==> src/hw/rtl/vgc_pkg.sv <==
// Package for the greedy graph coloring block: sizes, codes, command and
// status types shared by the controller and the datapath.
// No dependencies.
`default_nettype none

package vgc_pkg;

   localparam int MAX_VERTICES = 1024;
   localparam int MAX_DEGREE   = 16;

   localparam int VW        = $clog2(MAX_VERTICES);       // vertex index
   localparam int CNTW      = 11;                         // vertex_count field
   localparam int DEGW      = $clog2(MAX_DEGREE + 1);     // degree, holds MAX_DEGREE
   localparam int NCOLORS   = MAX_DEGREE + 1;
   localparam int COLW      = 5;                          // color field
   localparam int USEDW     = 5;                          // colors_used field
   localparam int RNDW      = 11;                         // rounds field
   localparam int STATW     = 2;
   localparam int OPW       = 2;
   localparam int ADJ_DEPTH = MAX_VERTICES * MAX_DEGREE;
   localparam int ADJ_AW    = $clog2(ADJ_DEPTH);
   localparam int ROUND_LIMIT = MAX_VERTICES + 1;
   localparam int ROUNDS_SAT  = 1024;
   localparam logic [CNTW-1:0] COUNT_RESET = CNTW'(1024);

   typedef enum logic [OPW-1:0] {
      OPC_CLEAR = 2'd0,
      OPC_EDGE  = 2'd1,
      OPC_RUN   = 2'd2,
      OPC_READ  = 2'd3
   } opcode_type;

   typedef enum logic [STATW-1:0] {
      STAT_OK        = 2'd0,
      STAT_FULL      = 2'd1,
      STAT_RANGE     = 2'd2,
      STAT_UNCOLORED = 2'd3
   } status_code_type;

   // datapath micro-operations
   typedef enum logic [4:0] {
      OP_NONE,
      OP_LATCH,
      OP_CLR,
      OP_E_CHK,
      OP_E_RDA,
      OP_E_RDB,
      OP_E_WRA,
      OP_E_WRB,
      OP_R_INIT,
      OP_R_START,
      OP_A_MARK,
      OP_A_MCHK,
      OP_A_ADJ,
      OP_A_COLRD,
      OP_A_COLUSE,
      OP_A_PICK,
      OP_B_MARK,
      OP_B_MCHK,
      OP_B_ADJ,
      OP_B_COLRD,
      OP_B_CMP,
      OP_B_WR,
      OP_R_END,
      OP_S_RD,
      OP_S_ACC,
      OP_S_END,
      OP_RD_CHK,
      OP_RD_USE,
      OP_RESP
   } dp_op_type;

   typedef enum logic [4:0] {
      ST_CLR,
      ST_IDLE,
      ST_DISPATCH,
      ST_E_CHK,
      ST_E_RDA,
      ST_E_RDB,
      ST_E_WRA,
      ST_E_WRB,
      ST_R_INIT,
      ST_R_START,
      ST_A_MARK,
      ST_A_MCHK,
      ST_A_ADJ,
      ST_A_COLRD,
      ST_A_COLUSE,
      ST_A_PICK,
      ST_B_MARK,
      ST_B_MCHK,
      ST_B_ADJ,
      ST_B_COLRD,
      ST_B_CMP,
      ST_B_WR,
      ST_R_END,
      ST_S_RD,
      ST_S_ACC,
      ST_S_END,
      ST_RD_CHK,
      ST_RD_USE,
      ST_DONE
   } ctrl_state_type;

   typedef struct packed {
      dp_op_type op;
   } dp_cmd_type;

   typedef struct packed {
      opcode_type opcode;
      logic       edge_range;   // an endpoint not below the live count
      logic       self_loop;
      logic       deg_full;
      logic       mark_hit;     // conflict mark of the current vertex
      logic       k_done;       // adjacency list walked
      logic       v_last;       // last live vertex
      logic       v_last_all;   // last physical vertex
      logic       more_rounds;
      logic       read_range;
      logic       not_colored;
   } dp_status_type;

   // lowest color not in the forbidden mask
   function automatic logic [COLW-1:0] first_free(input logic [NCOLORS-1:0] mask);
      logic [COLW-1:0] pick;
      pick = '0;
      for (int i = NCOLORS - 1; i >= 0; i--) begin
         if (!mask[i]) pick = COLW'(i);
      end
      return pick;
   endfunction

endpackage

`default_nettype wire

==> src/hw/rtl/vgc_ctrl.sv <==
// Controller state machine of the graph coloring block: sequences the
// datapath micro-operations and owns the handshakes. Uses vgc_pkg.
`default_nettype none

module vgc_ctrl (
   input  wire logic                  clock,
   input  wire logic                  reset,
   input  wire logic                  req_valid,
   output logic                       req_ready,
   output logic                       rsp_valid,
   input  wire logic                  rsp_ready,
   output vgc_pkg::dp_cmd_type        cmd,
   input  wire vgc_pkg::dp_status_type status
);
   import vgc_pkg::*;

   ctrl_state_type state_ff, state_in;
   logic           boot_ff, boot_in;
   logic           rsp_valid_ff, rsp_valid_in;

   always_ff @(posedge clock) begin
      if (reset) begin
         state_ff     <= ST_CLR;
         boot_ff      <= 1'b1;
         rsp_valid_ff <= 1'b0;
      end else begin
         state_ff     <= state_in;
         boot_ff      <= boot_in;
         rsp_valid_ff <= rsp_valid_in;
      end
   end

   always_comb begin
      state_in     = state_ff;
      boot_in      = boot_ff;
      rsp_valid_in = rsp_valid_ff && !rsp_ready;
      req_ready    = 1'b0;
      cmd.op       = OP_NONE;
      case (state_ff)
         ST_CLR: begin
            cmd.op = OP_CLR;
            if (status.v_last_all) begin
               state_in = boot_ff ? ST_IDLE : ST_DONE;
               boot_in  = 1'b0;
            end
         end
         ST_IDLE: begin
            req_ready = 1'b1;
            if (req_valid) begin
               cmd.op   = OP_LATCH;
               state_in = ST_DISPATCH;
            end
         end
         ST_DISPATCH: begin
            case (status.opcode)
               OPC_CLEAR: state_in = ST_CLR;
               OPC_EDGE:  state_in = ST_E_CHK;
               OPC_RUN:   state_in = ST_R_INIT;
               OPC_READ:  state_in = ST_RD_CHK;
               default:   state_in = ST_DONE;
            endcase
         end
         ST_E_CHK: begin
            cmd.op   = OP_E_CHK;
            state_in = (status.edge_range || status.self_loop) ? ST_DONE : ST_E_RDA;
         end
         ST_E_RDA: begin
            cmd.op = OP_E_RDA; state_in = ST_E_RDB;
         end
         ST_E_RDB: begin
            cmd.op = OP_E_RDB; state_in = ST_E_WRA;
         end
         ST_E_WRA: begin
            cmd.op   = OP_E_WRA;
            state_in = status.deg_full ? ST_DONE : ST_E_WRB;
         end
         ST_E_WRB: begin
            cmd.op = OP_E_WRB; state_in = ST_DONE;
         end
         ST_R_INIT: begin
            cmd.op = OP_R_INIT;
            if (status.v_last) state_in = ST_R_START;
         end
         ST_R_START: begin
            cmd.op = OP_R_START; state_in = ST_A_MARK;
         end
         ST_A_MARK: begin
            cmd.op = OP_A_MARK; state_in = ST_A_MCHK;
         end
         ST_A_MCHK: begin
            cmd.op = OP_A_MCHK;
            if (status.mark_hit) state_in = ST_A_ADJ;
            else state_in = status.v_last ? ST_B_MARK : ST_A_MARK;
         end
         ST_A_ADJ: begin
            cmd.op   = OP_A_ADJ;
            state_in = status.k_done ? ST_A_PICK : ST_A_COLRD;
         end
         ST_A_COLRD: begin
            cmd.op = OP_A_COLRD; state_in = ST_A_COLUSE;
         end
         ST_A_COLUSE: begin
            cmd.op = OP_A_COLUSE; state_in = ST_A_ADJ;
         end
         ST_A_PICK: begin
            cmd.op   = OP_A_PICK;
            state_in = status.v_last ? ST_B_MARK : ST_A_MARK;
         end
         ST_B_MARK: begin
            cmd.op = OP_B_MARK; state_in = ST_B_MCHK;
         end
         ST_B_MCHK: begin
            cmd.op = OP_B_MCHK;
            if (status.mark_hit) state_in = ST_B_ADJ;
            else state_in = status.v_last ? ST_R_END : ST_B_MARK;
         end
         ST_B_ADJ: begin
            cmd.op   = OP_B_ADJ;
            state_in = status.k_done ? ST_B_WR : ST_B_COLRD;
         end
         ST_B_COLRD: begin
            cmd.op = OP_B_COLRD; state_in = ST_B_CMP;
         end
         ST_B_CMP: begin
            cmd.op = OP_B_CMP; state_in = ST_B_ADJ;
         end
         ST_B_WR: begin
            cmd.op   = OP_B_WR;
            state_in = status.v_last ? ST_R_END : ST_B_MARK;
         end
         ST_R_END: begin
            cmd.op   = OP_R_END;
            state_in = status.more_rounds ? ST_R_START : ST_S_RD;
         end
         ST_S_RD: begin
            cmd.op = OP_S_RD; state_in = ST_S_ACC;
         end
         ST_S_ACC: begin
            cmd.op   = OP_S_ACC;
            state_in = status.v_last ? ST_S_END : ST_S_RD;
         end
         ST_S_END: begin
            cmd.op = OP_S_END; state_in = ST_DONE;
         end
         ST_RD_CHK: begin
            cmd.op   = OP_RD_CHK;
            state_in = (status.read_range || status.not_colored) ? ST_DONE : ST_RD_USE;
         end
         ST_RD_USE: begin
            cmd.op = OP_RD_USE; state_in = ST_DONE;
         end
         ST_DONE: begin
            if (!rsp_valid_ff || rsp_ready) begin
               cmd.op       = OP_RESP;
               rsp_valid_in = 1'b1;
               state_in     = ST_IDLE;
            end
         end
         default: state_in = ST_IDLE;
      endcase
   end

   assign rsp_valid = rsp_valid_ff;

   // a loaded result is always presented next cycle
   a_resp_shown: assert property (@(posedge clock) disable iff (reset)
      cmd.op == OP_RESP |=> rsp_valid_ff)
      else $error("result load lost");

   // one transaction in flight at a time
   a_one_item: assert property (@(posedge clock) disable iff (reset)
      req_valid && req_ready |=> !req_ready)
      else $error("second transaction taken while busy");

   // a waiting result stays up until taken
   a_rsp_hold: assert property (@(posedge clock) disable iff (reset)
      rsp_valid_ff && !rsp_ready |=> rsp_valid_ff)
      else $error("result dropped before acceptance");

endmodule

`default_nettype wire

==> config.mk <==
export PLATFORM = sky130hd
export DESIGN_NAME = vgc_ctrl
export DESIGN_NICKNAME = d
export VERILOG_FILES = /design/src/hw/rtl/vgc_pkg.sv /design/src/hw/rtl/vgc_ctrl.sv
export SDC_FILE = /design/constraint.sdc
export NUM_CORES = 1
export LEC_CHECK = 0
export BUFFER_PORTS_ARGS = -buffer_cell sky130_fd_sc_hd__buf_2
export CAP_MARGIN = 20
export CORE_AREA = 2 2 52 54
export DETAILED_ROUTE_END_ITERATION = 6
export DIE_AREA = 0 0 54 56
export PLACE_DENSITY = 0.62
export RECOVER_POWER = 100
export SLEW_MARGIN = 20
export SYNTH_ARGS = -nofsm -noshare
export SYNTH_HDL_FRONTEND = slang
export SYNTH_SLANG_ARGS = --single-unit
==> constraint.sdc <==
create_clock -name clock -period 2.13 [get_ports clock]
set_input_delay 0.1065 -clock clock [delete_from_list [all_inputs] [get_ports clock]]
set_output_delay 0.1065 -clock clock [all_outputs]
set_load 0.03 [all_outputs]
Word level (Yosys, flattened, before mapping)
Index checks and enable logic that the tools add are counted.
Word-level totals
  register bits after elaboration: 7
  input bits: 16
  output and inout port bits: 7
  word-level logic and storage cells: 73
Cells by class
  eq/ne operators: 35
  multiplexer cells: 24
  reductions and logical operators: 11
Operators by type and width (number)
  5-bit one-hot mux with 28 select lines: 1
  5-bit one-hot mux with 27 select lines: 1
  5-bit equality test (second input constant): 13
  5-bit two-way mux: 11
  5-bit by 4-bit equality test with 1-bit output (second input constant): 8
  5-bit by 3-bit equality test with 1-bit output (second input constant): 4
  5-bit one-hot mux with 4 select lines: 1
  3-bit two-way mux: 4
  5-bit by 2-bit equality test with 1-bit output (second input constant): 2
  2-bit != test (second input constant): 4
  5-bit by 1-bit equality test with 1-bit output (second input constant): 1
  5-bit zero test: 1
  2-bit equality test (second input constant): 2
  1-bit two-way mux: 4
  4-bit two-way mux: 1
  4-bit AND reduction: 1
  1-bit logical OR: 3
  3-bit OR reduction: 1
  2-bit by 1-bit equality test with 1-bit output (second input constant): 1
  1-bit zero test: 2
  2-bit zero test: 1
  2-bit two-way mux: 1
  2-bit AND reduction: 1
  1-bit logical AND: 1

Logic depth before layout (Yosys ltp)
  depth in word-level cells: 4
  gate-level depth with buffers: 7
  depth with buffers taken out: 5

Worst setup path before layout
Ideal clock, no wire load.
  path type: flip-flop to output port
  from: register state_ff[0]
  to: output port cmd[3] (netlist name)
  arrival: 1551 ps
  data required time: 2024 ps
  path slack: 472 ps
  stages on the path, launching flop included: 5
  buffers on the path: 1
  cells stage by stage: dfxtp_1 -> buf_2 -> nor2_1 -> nand2_1 -> a21boi_0
RTL lines
  from (decl): line vgc_ctrl.sv:17  | ctrl_state_type state_ff, state_in;
  from (signal assigned): line vgc_ctrl.sv:27  | state_ff <= state_in;
  to (decl): line vgc_ctrl.sv:12  | output vgc_pkg::dp_cmd_type cmd,

==> results list <==
* Post-Syn Area: 957 um^2
- TritonCTS clock tree: yes
- In the final routed layout, each cell accounts on average for 15.5 um.
* Internal cell power: 0.597 mW
- Most common cell in the synthesized netlist: nor2_1
- Global-route wire length before repair: 5.01 mm
- Net switching is 53.4% of the power.
- Summed over all nets, the switching power comes to 0.683 mW.
- In this design, the stage delay of the slowest critical-path cell is 0.44 ns.
- Top-level port count: 23
- Layout cells sized above 1: 18.9%
* Synth warnings: 0
* Max-slew violation count: 0
- Detail-routed via count per cell: 6.10
- Commonest cells post-synth: nor2_1 (16), nor3_1 (11), a21oi_1 (9), nand3_1 (9)
- Clock latency on the worst-skew pair, taken at its later pin, is 0.26 ns.
- Detailed placement ended at an HPWL of 2.25 mm.
- Total count of hold-check failures in the final report: 0
- The finished cells cover 1090 um^2.
- Final antenna diode count: 0
- Starting density of the core: 39.4%
* Maximum number of buffers from clock root to sink: 2
- Among all flip-flop cells after synthesis, the most frequent one is dfxtp_1.
- Final Wtd Congestion: 0.826
- From synthesis to final layout, the design area changed by 14.2%.
* Setup skew after layout: 0.00958 ns
- The number of global-route vias before repair is 1129.
- The run finished with clean final reports.
* Data required, critical path: 2.02 ns
* Root Buffer Master: clkbuf_4
- Post-route setup TNS: 0 ns
- A synthesized cell averages 6.65 um^2.
* Maximum resistive drop on vdd: 0.564 mV
- Total DRC errors in the routed layout: 0
* Antenna violations before repair: 0
* Die Span Y: 56 um
- Post-CTS Setup Repair Bufs: 0
- The worst setup path is launched from a flop.
- Power per cell area: 1170 nW/um^2
- Via count of the routed design: 1183
- In the synthesized netlist, the number of instances is 144.
* Final setup fails: 0
- The top cell type by area accounts for 14.6% of the synthesized area.
* Least-Margin Pin Slew: 0.596 ns
* Yosys reg bits: 7
- Total Die Area: 3020 um^2
- Hold repair after CTS inserted 0 buffers.
- Count of buffers inserted at the top-level ports: 22
* Worst rel slew slack: 60.2%
- Area of the core: 2430 um^2
- Peak fanout along the critical path: 15
- Global routing finished with a remaining overflow of 0.
* Maximum number of pins on one net before global-route repair: 23
* Number of core rows: 18
* Gates resized, CTS repair: 0
- Count of different cell masters after synthesis: 43
- Critical path, cell by cell: nor2_1 > nand2_1 > a31oi_1 > clkbuf_1
- Fin crit period: 1.92 ns
- CP max-delay cell: dfxtp_1
- Routed Antenna Nets: 0
- Of the total power, the clock network draws 10.3%.
- Across the run, the number of max-cap violations was 0.
* Overall Global Routing Usage: 21.6%
- The worst hold path belongs to the class primary input to flop.
- Once placement finished, the instance area stood at 1090 um^2.
- Clock Sink Count: 7
* Sequential power share: 17.9%
* Data arrival time of the worst path: 1.81 ns
- Start-to-end type of the worst setup path: flop to output port
- The largest total area in the synthesized netlist belongs to dfxtp_1.
- Combinational cell fraction of total power: 71.9%
- By area the synthesized netlist is led by dfxtp_1 (15%), nor2_1 (6.3%), nor3_1 (5.8%).
* Critical path capture point type: output port
- Async SR Flop Fraction: 0%
- At the end of the flow, the number of nets in the layout was 181.
- Setup repair after global routing left no endpoint under its margin.
- After clock tree synthesis, the clock-pin slew on the worst setup and hold paths is 0.06 ns.
* Number of synthesized flops with an enable pin: 0
* Net count after synthesis: 160
- Timing would allow up to 521 MHz.
- The first TritonRoute pass finished after 4 iterations.
* CP bufs+invs: 1
* Period Utilization, post-route: 90.1%
- The analysis attributes to cell leakage a power of 0.406 nW.
- Clock tree synthesis inserted a total of 3 buffers.
- Number of levels in the clock H-tree: 1
- Sequential elements use 14.6% of the synthesized area.
* Detailed Route Iter0 Violations: 64
- Routed WL: 3.00 mm
- Grouping stages by cell kind, the critical path spends the most delay in simple AND/OR/NAND/NOR gates.
- Chip width: 54 um
[cell families after synthesis]
logic type             share of synthesized area (%)
AO/OA/AOI/OAI                                   37.1
buffers and inverters                           8.89
flip-flops                                      14.6
AND/OR/NAND/NOR                                 39.3
[final cells by class]
type / instances / area, um^2
clock buffer: 4 / 26.3
timing repair buffer: 29 / 156
inverter: 4 / 15.0
tap: 30 / 37.5
sequential: 7 / 140
multi-input combinational: 120 / 718
fill: 270 / 1340
[flip-flops by register name, summed over array words and instances, names as in the netlist]
register	cells
rsp_valid	1
state_ff	5
boot_ff	1
[cell usage in the layout, fill, tap and decap left out, types with 3 or more instances in the layout]
cell / instances
o22ai_1: 3
a21oi_1: 9
nor2b_1: 8
o21ai_0: 6
nand3_1: 9
buf_2: 15
clkbuf_1: 6
buf_4: 7
nand2b_1: 6
nand2_1: 8
nor3_1: 11
dfxtp_1: 7
a21o_1: 3
a211oi_1: 3
inv_1: 4
and2_1: 4
nor2_1: 16
clkbuf_4: 3
[metal layers]
layer  track usage, %  up-vias  routed length, um
li1                 -      578                  -
met1             29.6      537               1370
met2             30.5       61               1310
met3             6.18        7                263
met4             9.64        0                 59
met5                0        -                  0
[path summary, 6_finish.rpt]
check,from,endpoint,slack (ns),cells past startpoint
setup / recovery,state_ff[0],cmd[2],0.21,4
setup reg to reg,state_ff[3],state_ff[2],0.22,5
hold / removal,reset,state_ff[1],0.13,2
hold reg to reg,boot_ff,boot_ff,0.53,1
[power by group through the flow]
stage | sequential, mW | combinational, mW | clock (mW)
floorplan | 0.195 | 0.758 | 0
CTS | 0.228 | 0.946 | 0.130
global route | 0.238 | 1.02 | 0.139
detailed placement | 0.231 | 0.943 | 0
global placement | 0.230 | 0.945 | 0
finish | 0.229 | 0.920 | 0.131
[worst register-to-register path, delay by kind of cell (launching register included)]
family	cells	cell delay [ns]
AND/OR/NAND/NOR	1	0.59
flip-flops	1	0.50
AO/OA/AOI/OAI	4	0.69
[stage by stage]
step	util, %	hold WS (ns)	total power [mW]	setup WS, ns	std cells
6_report	45.0	0.134	1.28	0.211	194
5_1_grt	45.0	0.141	1.39	0.0836	194
4_1_cts	45.8	0.131	1.31	0.280	194
3_5_place_dp	44.7	0.398	1.17	0.294	190
3_3_place_gp	44.7	0.402	1.18	0.300	190
2_1_floorplan	-	0.176	0.953	0.472	144
Power figures use the tool's default switching activity.
